## src/rtl/core/jsu_pkg.sv

```systemverilog
// ----------------------------------------------------------------------------
// jsu_pkg: shared types and constants of the JSON string unescaper
// Holds the channel payload types, the record that travels from the parser
// to the result serializer, the status codes and the parser mode type.
// ----------------------------------------------------------------------------
package jsu_pkg;

   // One byte of the string body and its end-of-buffer mark.
   typedef struct packed {
      logic [7:0] byte_in;
      logic       final_byte;
   } req_type;

   // One result: a decoded byte or a status.
   typedef struct packed {
      logic [7:0] out_byte;
      logic [3:0] status;
      logic       run_last;
   } rsp_type;

   // All results caused by one input byte: an optional code point, sent as
   // its UTF-8 bytes, followed by an optional status.
   typedef struct packed {
      logic        has_cp;
      logic [20:0] cp;
      logic        has_st;
      logic [3:0]  st;
   } run_type;

   typedef enum logic [2:0] {
      MODE_PLAIN,
      MODE_ESC,
      MODE_HEX_HI,
      MODE_LOW_BS,
      MODE_LOW_U,
      MODE_HEX_LO,
      MODE_UTF8,
      MODE_DONE
   } mode_type;

   localparam logic [3:0] ST_BYTE       = 4'd0;
   localparam logic [3:0] ST_CLOSED     = 4'd1;
   localparam logic [3:0] ST_CONTROL    = 4'd2;
   localparam logic [3:0] ST_BAD_UTF8   = 4'd3;
   localparam logic [3:0] ST_SHORT_UTF8 = 4'd4;
   localparam logic [3:0] ST_SHORT_ESC  = 4'd5;
   localparam logic [3:0] ST_SHORT_HEX  = 4'd6;
   localparam logic [3:0] ST_BAD_HEX    = 4'd7;
   localparam logic [3:0] ST_NO_LOW     = 4'd8;
   localparam logic [3:0] ST_BAD_LOW    = 4'd9;
   localparam logic [3:0] ST_LONE_LOW   = 4'd10;
   localparam logic [3:0] ST_BAD_ESC    = 4'd11;
   localparam logic [3:0] ST_UNTERM     = 4'd12;

endpackage

```

## src/rtl/core/jsu_front.sv

```systemverilog
// ----------------------------------------------------------------------------
// jsu_front: string body parser
// Tracks escapes, hex digits and raw UTF-8 sequences one byte per cycle while
// accept is high; hands the results of each byte to the run queue as one record.
// ----------------------------------------------------------------------------
module jsu_front (
   input  logic             clock,
   input  logic             reset,
   input  logic             accept,
   input  jsu_pkg::req_type req_payload,
   output logic             run_valid,
   output jsu_pkg::run_type run_data
);
   import jsu_pkg::*;

   localparam logic [7:0] CH_QUOTE  = 8'h22;
   localparam logic [7:0] CH_BSLASH = 8'h5c;
   localparam logic [7:0] CH_SLASH  = 8'h2f;
   localparam logic [7:0] CH_B      = 8'h62;
   localparam logic [7:0] CH_F      = 8'h66;
   localparam logic [7:0] CH_N      = 8'h6e;
   localparam logic [7:0] CH_R      = 8'h72;
   localparam logic [7:0] CH_T      = 8'h74;
   localparam logic [7:0] CH_U      = 8'h75;

   // Returns {bad, value}; a byte that is no hex digit has bad set and value 0.
   function automatic logic [4:0] hex_value(input logic [7:0] c);
      logic [4:0] r;
      r = 5'h10;
      if (c >= 8'h30 && c <= 8'h39) begin
         r = {1'b0, 4'(c - 8'h30)};
      end else if (c >= 8'h61 && c <= 8'h66) begin
         r = {1'b0, 4'(c - 8'h57)};
      end else if (c >= 8'h41 && c <= 8'h46) begin
         r = {1'b0, 4'(c - 8'h37)};
      end
      return r;
   endfunction

   mode_type    mode_ff, mode_in;
   logic [2:0]  pend_ff, pend_in;
   logic [20:0] acc_ff, acc_in;
   logic [9:0]  high_ff, high_in;
   logic [1:0]  lead_ff, lead_in;
   logic        bad_ff, bad_in;

   logic [7:0]  b;
   logic        fin;
   logic [4:0]  hex;
   logic [15:0] hex_acc;
   logic [20:0] utf_acc;
   logic [2:0]  pend_inc;
   logic        bad_utf, bad_hexd;
   logic [20:0] utf_min;
   logic        emit, fail, term;
   logic [3:0]  fail_st;
   logic [20:0] cp;

   always_comb begin
      b        = req_payload.byte_in;
      fin      = req_payload.final_byte;
      hex      = hex_value(b);
      hex_acc  = {acc_ff[11:0], hex[3:0]};
      utf_acc  = {acc_ff[14:0], b[5:0]};
      pend_inc = pend_ff + 3'd1;
      bad_utf  = bad_ff | (b[7:6] != 2'b10);
      bad_hexd = bad_ff | hex[4];
      case (lead_ff)
         2'd1:    utf_min = 21'h00080;
         2'd2:    utf_min = 21'h00800;
         default: utf_min = 21'h10000;
      endcase

      mode_in = mode_ff;
      pend_in = pend_ff;
      acc_in  = acc_ff;
      high_in = high_ff;
      lead_in = lead_ff;
      bad_in  = bad_ff;
      emit    = 1'b0;
      cp      = '0;
      fail    = 1'b0;
      fail_st = ST_BYTE;

      case (mode_ff)
         MODE_PLAIN: begin
            if (b == CH_QUOTE) begin
               fail = 1'b1; fail_st = ST_CLOSED;
            end else if (b < 8'h20) begin
               fail = 1'b1; fail_st = ST_CONTROL;
            end else if (b == CH_BSLASH) begin
               if (fin) begin
                  fail = 1'b1; fail_st = ST_SHORT_ESC;
               end else begin
                  mode_in = MODE_ESC;
               end
            end else if (b < 8'h80) begin
               emit = 1'b1;
               cp   = {13'd0, b};
            end else if (b < 8'hc2 || b > 8'hf4) begin
               fail = 1'b1; fail_st = ST_BAD_UTF8;
            end else begin
               if (b <= 8'hdf) begin
                  lead_in = 2'd1;
                  acc_in  = {16'd0, b[4:0]};
               end else if (b <= 8'hef) begin
                  lead_in = 2'd2;
                  acc_in  = {17'd0, b[3:0]};
               end else begin
                  lead_in = 2'd3;
                  acc_in  = {18'd0, b[2:0]};
               end
               pend_in = '0;
               bad_in  = 1'b0;
               if (fin) begin
                  fail = 1'b1; fail_st = ST_SHORT_UTF8;
               end else begin
                  mode_in = MODE_UTF8;
               end
            end
         end
         MODE_UTF8: begin
            acc_in  = utf_acc;
            bad_in  = bad_utf;
            pend_in = pend_inc;
            if (pend_inc < {1'b0, lead_ff}) begin
               if (fin) begin
                  fail = 1'b1; fail_st = ST_SHORT_UTF8;
               end
            end else if (bad_utf || utf_acc < utf_min || utf_acc > 21'h10ffff ||
                         (utf_acc >= 21'h0d800 && utf_acc <= 21'h0dfff)) begin
               fail = 1'b1; fail_st = ST_BAD_UTF8;
            end else begin
               emit    = 1'b1;
               cp      = utf_acc;
               mode_in = MODE_PLAIN;
            end
         end
         MODE_ESC: begin
            mode_in = MODE_PLAIN;
            case (b)
               CH_QUOTE, CH_BSLASH, CH_SLASH: begin
                  emit = 1'b1; cp = {13'd0, b};
               end
               CH_B: begin emit = 1'b1; cp = 21'h08; end
               CH_F: begin emit = 1'b1; cp = 21'h0c; end
               CH_N: begin emit = 1'b1; cp = 21'h0a; end
               CH_R: begin emit = 1'b1; cp = 21'h0d; end
               CH_T: begin emit = 1'b1; cp = 21'h09; end
               CH_U: begin
                  pend_in = '0;
                  acc_in  = '0;
                  bad_in  = 1'b0;
                  if (fin) begin
                     fail = 1'b1; fail_st = ST_SHORT_HEX;
                  end else begin
                     mode_in = MODE_HEX_HI;
                  end
               end
               default: begin
                  fail = 1'b1; fail_st = ST_BAD_ESC;
               end
            endcase
         end
         MODE_HEX_HI, MODE_HEX_LO: begin
            acc_in  = {5'd0, hex_acc};
            bad_in  = bad_hexd;
            pend_in = pend_inc;
            if (pend_inc < 3'd4) begin
               if (fin) begin
                  fail    = 1'b1;
                  fail_st = (mode_ff == MODE_HEX_HI) ? ST_SHORT_HEX : ST_NO_LOW;
               end
            end else if (bad_hexd) begin
               fail = 1'b1; fail_st = ST_BAD_HEX;
            end else if (mode_ff == MODE_HEX_HI) begin
               if (hex_acc >= 16'hd800 && hex_acc <= 16'hdbff) begin
                  high_in = hex_acc[9:0];
                  if (fin) begin
                     fail = 1'b1; fail_st = ST_NO_LOW;
                  end else begin
                     mode_in = MODE_LOW_BS;
                  end
               end else if (hex_acc >= 16'hdc00 && hex_acc <= 16'hdfff) begin
                  fail = 1'b1; fail_st = ST_LONE_LOW;
               end else begin
                  emit    = 1'b1;
                  cp      = {5'd0, hex_acc};
                  mode_in = MODE_PLAIN;
               end
            end else begin
               if (hex_acc < 16'hdc00 || hex_acc > 16'hdfff) begin
                  fail = 1'b1; fail_st = ST_BAD_LOW;
               end else begin
                  // 0x10000 + (high << 10) + low half, as one narrow add
                  emit    = 1'b1;
                  cp      = {11'({1'b0, high_ff} + 11'h040), hex_acc[9:0]};
                  mode_in = MODE_PLAIN;
               end
            end
         end
         MODE_LOW_BS: begin
            if (b != CH_BSLASH || fin) begin
               fail = 1'b1; fail_st = ST_NO_LOW;
            end else begin
               mode_in = MODE_LOW_U;
            end
         end
         MODE_LOW_U: begin
            if (b != CH_U || fin) begin
               fail = 1'b1; fail_st = ST_NO_LOW;
            end else begin
               pend_in = '0;
               acc_in  = '0;
               bad_in  = 1'b0;
               mode_in = MODE_HEX_LO;
            end
         end
         default: begin
            // Discarding until the end of the buffer.
         end
      endcase

      if (fail) begin
         mode_in = MODE_DONE;
      end
      term = fin && (mode_in != MODE_DONE);

      run_data.has_cp = emit;
      run_data.cp     = cp;
      run_data.has_st = fail | term;
      run_data.st     = fail ? fail_st : ST_UNTERM;
      run_valid       = accept & (emit | fail | term);

      // The end of a buffer starts a fresh string.
      if (fin) begin
         mode_in = MODE_PLAIN;
         pend_in = '0;
         acc_in  = '0;
         high_in = '0;
         lead_in = '0;
         bad_in  = 1'b0;
      end
   end

   always_ff @(posedge clock) begin
      if (reset) begin
         mode_ff <= MODE_PLAIN;
         pend_ff <= '0;
         acc_ff  <= '0;
         high_ff <= '0;
         lead_ff <= '0;
         bad_ff  <= 1'b0;
      end else if (accept) begin
         mode_ff <= mode_in;
         pend_ff <= pend_in;
         acc_ff  <= acc_in;
         high_ff <= high_in;
         lead_ff <= lead_in;
         bad_ff  <= bad_in;
      end
   end

endmodule

```

## src/rtl/core/jsu_queue.sv

```systemverilog
// ----------------------------------------------------------------------------
// jsu_queue: run queue
// A small first-in first-out queue of run records between parser and
// serializer.
// ----------------------------------------------------------------------------
module jsu_queue #(
   parameter int DEPTH = 4
) (
   input  logic             clock,
   input  logic             reset,
   input  logic             wr_en,
   input  jsu_pkg::run_type wr_data,
   output logic             full,
   input  logic             rd_en,
   output jsu_pkg::run_type rd_data,
   output logic             empty
);
   import jsu_pkg::*;

   localparam int PTR_W = (DEPTH > 1) ? $clog2(DEPTH) : 1;
   localparam int CNT_W = $clog2(DEPTH + 1);

   run_type            slot_ff [DEPTH];
   logic [PTR_W-1:0]   wr_ptr_ff, wr_ptr_in;
   logic [PTR_W-1:0]   rd_ptr_ff, rd_ptr_in;
   logic [CNT_W-1:0]   count_ff, count_in;
   logic               do_wr, do_rd;

   always_comb begin
      full    = (count_ff == CNT_W'(DEPTH));
      empty   = (count_ff == '0);
      do_wr   = wr_en & ~full;
      do_rd   = rd_en & ~empty;
      rd_data = slot_ff[rd_ptr_ff];

      wr_ptr_in = wr_ptr_ff;
      rd_ptr_in = rd_ptr_ff;
      if (do_wr) begin
         wr_ptr_in = (wr_ptr_ff == PTR_W'(DEPTH - 1)) ? '0 : wr_ptr_ff + 1'b1;
      end
      if (do_rd) begin
         rd_ptr_in = (rd_ptr_ff == PTR_W'(DEPTH - 1)) ? '0 : rd_ptr_ff + 1'b1;
      end
      case ({do_wr, do_rd})
         2'b10:   count_in = count_ff + 1'b1;
         2'b01:   count_in = count_ff - 1'b1;
         default: count_in = count_ff;
      endcase
   end

   always_ff @(posedge clock) begin
      if (reset) begin
         wr_ptr_ff <= '0;
         rd_ptr_ff <= '0;
         count_ff  <= '0;
      end else begin
         wr_ptr_ff <= wr_ptr_in;
         rd_ptr_ff <= rd_ptr_in;
         count_ff  <= count_in;
      end
   end

   always_ff @(posedge clock) begin
      if (do_wr) begin
         slot_ff[wr_ptr_ff] <= wr_data;
      end
   end

endmodule

```

## src/rtl/core/jsu_back.sv

```systemverilog
// ----------------------------------------------------------------------------
// jsu_back: result serializer
// Encodes the code point of the head run as UTF-8 and presents its bytes and
// its status one result at a time.
// ----------------------------------------------------------------------------
module jsu_back (
   input  logic             clock,
   input  logic             reset,
   input  jsu_pkg::run_type head,
   input  logic             q_empty,
   output logic             q_pop,
   input  logic             pop,
   output logic             empty,
   output jsu_pkg::rsp_type rsp_payload
);
   import jsu_pkg::*;

   logic [2:0] idx_ff, idx_in;
   logic [2:0] nbytes;
   logic [2:0] total;
   logic       is_st;
   logic       last;
   logic [7:0] enc [4];
   logic       take;

   always_comb begin
      enc[0] = head.cp[7:0];
      enc[1] = '0;
      enc[2] = '0;
      enc[3] = '0;
      if (!head.has_cp) begin
         nbytes = 3'd0;
      end else if (head.cp <= 21'h7f) begin
         nbytes = 3'd1;
      end else if (head.cp <= 21'h7ff) begin
         nbytes = 3'd2;
         enc[0] = {3'b110, head.cp[10:6]};
         enc[1] = {2'b10, head.cp[5:0]};
      end else if (head.cp <= 21'hffff) begin
         nbytes = 3'd3;
         enc[0] = {4'b1110, head.cp[15:12]};
         enc[1] = {2'b10, head.cp[11:6]};
         enc[2] = {2'b10, head.cp[5:0]};
      end else begin
         nbytes = 3'd4;
         enc[0] = {5'b11110, head.cp[20:18]};
         enc[1] = {2'b10, head.cp[17:12]};
         enc[2] = {2'b10, head.cp[11:6]};
         enc[3] = {2'b10, head.cp[5:0]};
      end

      total = nbytes + {2'b00, head.has_st};
      is_st = (idx_ff == nbytes);
      last  = (idx_ff == total - 3'd1);

      empty                = q_empty;
      rsp_payload.out_byte = is_st ? 8'h00 : enc[idx_ff[1:0]];
      rsp_payload.status   = is_st ? head.st : ST_BYTE;
      rsp_payload.run_last = last;

      take   = pop & ~q_empty;
      q_pop  = take & last;
      idx_in = idx_ff;
      if (take) begin
         idx_in = last ? 3'd0 : idx_ff + 3'd1;
      end
   end

   always_ff @(posedge clock) begin
      if (reset) begin
         idx_ff <= '0;
      end else begin
         idx_ff <= idx_in;
      end
   end

endmodule

```

## src/rtl/core/json_string_unescape_utf8_unit.sv

```systemverilog
// ----------------------------------------------------------------------------
// json_string_unescape_utf8_unit: JSON string body unescaper with UTF-8 check
// The results of a byte, if any, are written into the run queue at its transfer
// and shown from there. One input byte per cycle while full is low; one result
// per cycle on the output while pop is high. full rises while the run queue
// holds QUEUE_DEPTH runs; a run holds its slot until its last result is taken.
// Reset (synchronous): parser back to the plain string body, queue emptied.
// ----------------------------------------------------------------------------
module json_string_unescape_utf8_unit #(
   parameter int QUEUE_DEPTH = 4
) (
   input  logic             clock,
   input  logic             reset,
   input  logic             push,
   output logic             full,
   input  jsu_pkg::req_type req_payload,
   output logic             empty,
   input  logic             pop,
   output jsu_pkg::rsp_type rsp_payload
);
   import jsu_pkg::*;

   // The front end parses one byte per transfer and turns everything that the
   // byte causes into one run record: an optional code point and an optional
   // status. The back end expands the head record into its UTF-8 bytes and
   // the status. Raw UTF-8 sequences are carried as their code point too: the
   // parser has already rejected overlong forms, so re-encoding the code point
   // gives back exactly the bytes that arrived.

   logic    accept;
   logic    run_valid;
   run_type run_data;
   run_type head;
   logic    q_full;
   logic    q_empty;
   logic    q_pop;

   // An input transfer needs a free queue slot only; a run that produces no
   // result is never written.
   assign accept = push & ~q_full;
   assign full   = q_full;

   jsu_front u_front (
      .clock       (clock),
      .reset       (reset),
      .accept      (accept),
      .req_payload (req_payload),
      .run_valid   (run_valid),
      .run_data    (run_data)
   );

   jsu_queue #(
      .DEPTH (QUEUE_DEPTH)
   ) u_queue (
      .clock   (clock),
      .reset   (reset),
      .wr_en   (run_valid),
      .wr_data (run_data),
      .full    (q_full),
      .rd_en   (q_pop),
      .rd_data (head),
      .empty   (q_empty)
   );

   // The serializer releases the queue slot on the transfer of the run's
   // last result.
   jsu_back u_back (
      .clock       (clock),
      .reset       (reset),
      .head        (head),
      .q_empty     (q_empty),
      .q_pop       (q_pop),
      .pop         (pop),
      .empty       (empty),
      .rsp_payload (rsp_payload)
   );

endmodule

```

## config.mk

```make
export PLATFORM = sky130hd
export DESIGN_NAME = json_string_unescape_utf8_unit
export DESIGN_NICKNAME = d
export VERILOG_FILES = /design/src/rtl/core/jsu_pkg.sv /design/src/rtl/core/jsu_front.sv /design/src/rtl/core/jsu_queue.sv /design/src/rtl/core/jsu_back.sv /design/src/rtl/core/json_string_unescape_utf8_unit.sv
export SDC_FILE = /design/constraint.sdc
export NUM_CORES = 1
export LEC_CHECK = 0
export BUFFER_PORTS_ARGS = -buffer_cell sky130_fd_sc_hd__buf_4
export CAP_MARGIN = 25
export CORE_UTILIZATION = 25
export DETAILED_ROUTE_END_ITERATION = 8
export GPL_ROUTABILITY_DRIVEN = 0
export GPL_TIMING_DRIVEN = 1
export PLACE_DENSITY = 0.44
export SLEW_MARGIN = 20
export SYNTH_ARGS = -nofsm -noshare
export SYNTH_HDL_FRONTEND = slang
export SYNTH_SLANG_ARGS = --single-unit
export TNS_END_PERCENT = 100
```

## constraint.sdc

```tcl
create_clock -name clock -period 5.7 [get_ports clock]
set_input_delay 0 -clock clock [delete_from_list [all_inputs] [get_ports clock]]
set_output_delay 0 -clock clock [all_outputs]
set_load 0.01 [all_outputs]
```

==> impl_metrics.toml <==
[run_status]
outcome = "finished clean"

[power]
ir_worst_vdd_mv = 0.2045
p_leak_nw = 3.193
switching_share_pct = 31.82
finalPower_w = 0.003227
pwr-share-comb_pct = 23.6
p_clk_share_pct = 34.5
power-per-cell-area_nw_per_um2 = 323.7
seqPwrFrac_pct = 41.9
p_int_w = 0.002200
p_sw_w = 0.001027

[floorplanning]
ioPinCount = 28
die_area_um2 = 36010
start_util_pct = 25.45
die_h_um = 189.8
core_um2 = 34630
die-width_um = 189.8
rows = 68

[sta]
fin_tns_setup_ps = 0
finClkSkew_ps = 22.48
period_share_pct = 85.85
drv_slew = 0
fmax_ghz = 0.2044
hold_viol_final = 0
grt_setup_unrepaired = "false"
holdWs_ps = 48.10
fin_crit_ps = 4893
relSlewSlack_pct = 39.36
tightest_slew_ps = 907.3
setup_viol = 0

[yosys]
synth-edff-count = 108
synth-main-ff-cell = "edfxtp_1"
yosysWarnings = 0
avgSynthCellArea_um2 = 10.62
postSynthCellCount = 830
synthArstFlopShare_pct = 0
ys_seq_area_share_pct = 47.25
ys_seq_elements = 154
yosysUniqueCellTypes = 90
synth_nets = 864
synth_area_um2 = 8813

[drt]
route.detailed.drc = 0
wire_per_inst_um = 19.13
via_count = 6691
drt_wl_total_um = 24740
drtIter0Drc = 542
first_pass_iters = 5
drt-vias-per-instance = 5.175
drtAntennaViolNets = 0

[layout]
nNetsFinal = 859
drive_above_1_share_pct = 15.39
antennaDiodeCount = 0
utilization_pct = 28.79
syn_to_final_growth_pct = 13.12
stdcell_area_um2 = 9970

[critical_path]
arrival_ps = 5250
reg2reg_depth = 15
cp_cell_sequence = "buf_4, mux4_2, nor4_4, a41oi_2, nand2_2, ha_1, xor2_1, nand2_1, nor3_4, ha_1, inv_1, fa_1, xor2_1, or3_1, a21oi_1"
crit_type = "reg -> reg"
cp-end-kind = "flop"
required_ps = 6060
max_stage_delay_ps = 620
r2r_end = "u_queue.count_ff[2]$_SDFFE_PP0P_"
crit_slowest_cell = "mux4_2"
r2r_slack_ps = 810
endpoint = "u_queue.count_ff[2]$_SDFFE_PP0P_"
cp-start-kind = "flop"
cp_max_fo = 18

[placement]
portBuffers = 27
dpl.hpwl_um = 17040
place_area_um2 = 9390

[min_path]
hold_class = "in -> reg"

[clock_tree]
cts_tree = "done"
numCtsBuffers = 17
clock_sinks = 154
post-cts-setup-buffers = 0
clk_pin_slew_ps = 80
clk_latency_ps = 440
clk_root_buffer_cell = "clkbuf_16"
cts.htree.levels = 4
clk_path_buf_depth = 2

[global_routing]
grt_pass1_wl_um = 38920
grt_antenna_before_repair = 0
grt_pass1_vias = 6416
gr-total-overflow = 0
groute.usage.overall_pct = 14.16
grt_max_degree = 50

[job]
cap_violations = 0
## Yosys cell counts (all sizes together) (4+ instances only)
library cell	n	area, um2
and2	12	75.07
clkbuf	39	147.6
nor3	19	127.6
nor4	12	111.4
edfxtp	108	3243
o22ai	6	37.54
and3	4	25.02
inv	25	93.84
a21oi	49	249.0
nand3	22	110.1
xnor2	6	52.55
or4	9	75.07
mux2i	13	130.1
nor3b	8	65.06
nand3b	5	37.54
a21o	7	52.55
nand2b	9	56.30
dfxtp	46	920.9
buf	26	146.4
mux4	27	608.1
ha	20	250.2
a22oi	27	202.7
a32oi	4	35.03
nor2	56	217.7
a22o	8	70.07
nor4b	4	35.03
a211o	4	35.03
o31ai	5	37.54
xor2	7	61.31
or3	22	142.6
a211oi	6	45.04
o21ai	49	249.0
nor2b	6	37.54
nand2	80	307.8
a31oi	11	68.82
nand4	7	43.79
a311oi	6	71.32
o211ai	8	60.06
## routing by layer
layer	global-route usage, %	up-vias	wire, um
li1	-	3170	-
met1	19.72	3295	11870
met2	22.01	193	11330
met3	2.380	33	1036
met4	5.056	0	501
met5	0	-	0
## final cells by class
class,instances,area [um2]
fill,3538,24660
multi-input combinational,585,4258
sequential,154,4165
tap,455,569.3
clock buffer,19,432.9
timing repair buffer,41,310.3
clock inverter,13,136.4
inverter,26,97.59
## flip-flops by register name (all words and copies together), names as in the netlist, named ones only
register	count
u_front.lead_ff	2
u_front.bad_ff	1
u_queue.rd_ptr_ff	2
u_queue.slot_ff	108
u_back.idx_ff	3
u_queue.count_ff	3
u_front.high_ff	10
u_front.mode_ff	3
u_queue.wr_ptr_ff	2
u_front.acc_ff	15
u_front.pend_ff	3
## what timing repair did
action / 4_1_cts / 5_1_grt
gates resized for setup: 0 / 0
endpoints found under the hold margin: 1 / 0
hold buffers: 1 / 0
## power groups by stage
stage / Sequential, W / Clock (W) / Combinational [W]
3_3_place_gp: 0.00138 / 0 / 0.000772
2_1_floorplan: 0.00133 / 0 / 0.000559
5_1_grt: 0.00136 / 0.00118 / 0.000842
6_report: 0.00135 / 0.00111 / 0.000762
4_1_cts: 0.00135 / 0.00114 / 0.000770
3_5_place_dp: 0.00138 / 0 / 0.000766
## layout by cell type (no fill, tap or decap), drive strengths merged, types with 8 or more instances in the layout
cell type	Yosys	layout
buf	26	40
a31oi	11	11
mux2i	13	13
or4	9	9
dfxtp	46	46
mux4	27	27
nor2	56	56
a22o	8	8
nor4	12	12
nand3	22	22
clkbuf	39	19
edfxtp	108	108
nand2	80	80
nand2b	9	9
a22oi	27	27
nor3b	8	8
inv	25	31
a21oi	49	49
o21ai	49	49
and2	12	12
nor3	19	19
o211ai	8	8
or3	22	22
ha	20	20
## through the flow
stage                     cells  setup slack (ps)
after floorplan             830              1511
after global placement     1260             821.2
after detailed placement   1260             770.0
after CTS                  1293             741.1
after global routing       1293             380.3
final                      1293             806.7
## worst max-delay path, delay by kind of cell, from the launching register on
kind | cells | cell delay (ps)
fa+ha+maj | 3 | 900
buf+inv | 2 | 490
compound gates | 2 | 610
flops | 1 | 550
mux | 1 | 620
simple gates | 5 | 1350
xor+xnor | 2 | 280
## logic make-up after synthesis
kind of cell | after synthesis | synth area share [%]
mux | 41 | 8.504
simple gates | 287 | 17.83
flops | 154 | 47.25
fa+ha+maj | 21 | 3.066
buf+inv | 91 | 4.443
compound gates | 223 | 17.62
xor+xnor | 13 | 1.292
## how the worst min path moves through the flow
stage	from	end	slack (ps)	cells past startpoint
finish	reset	u_front.acc_ff[3]$_SDFFE_PP0P_	50	2
floorplan	reset	u_front.mode_ff[2]$_SDFFE_PP0P_	230	2
global route	req_payload[1]	u_front.acc_ff[0]$_SDFFE_PP0P_	60	4
global placement	u_front.pend_ff[1]$_SDFFE_PP0P_	u_front.pend_ff[1]$_SDFFE_PP0P_	450	2
CTS	reset	u_front.acc_ff[3]$_SDFFE_PP0P_	20	2
detailed placement	u_front.pend_ff[1]$_SDFFE_PP0P_	u_front.pend_ff[1]$_SDFFE_PP0P_	460	2
Power figures use the tool's default switching activity.
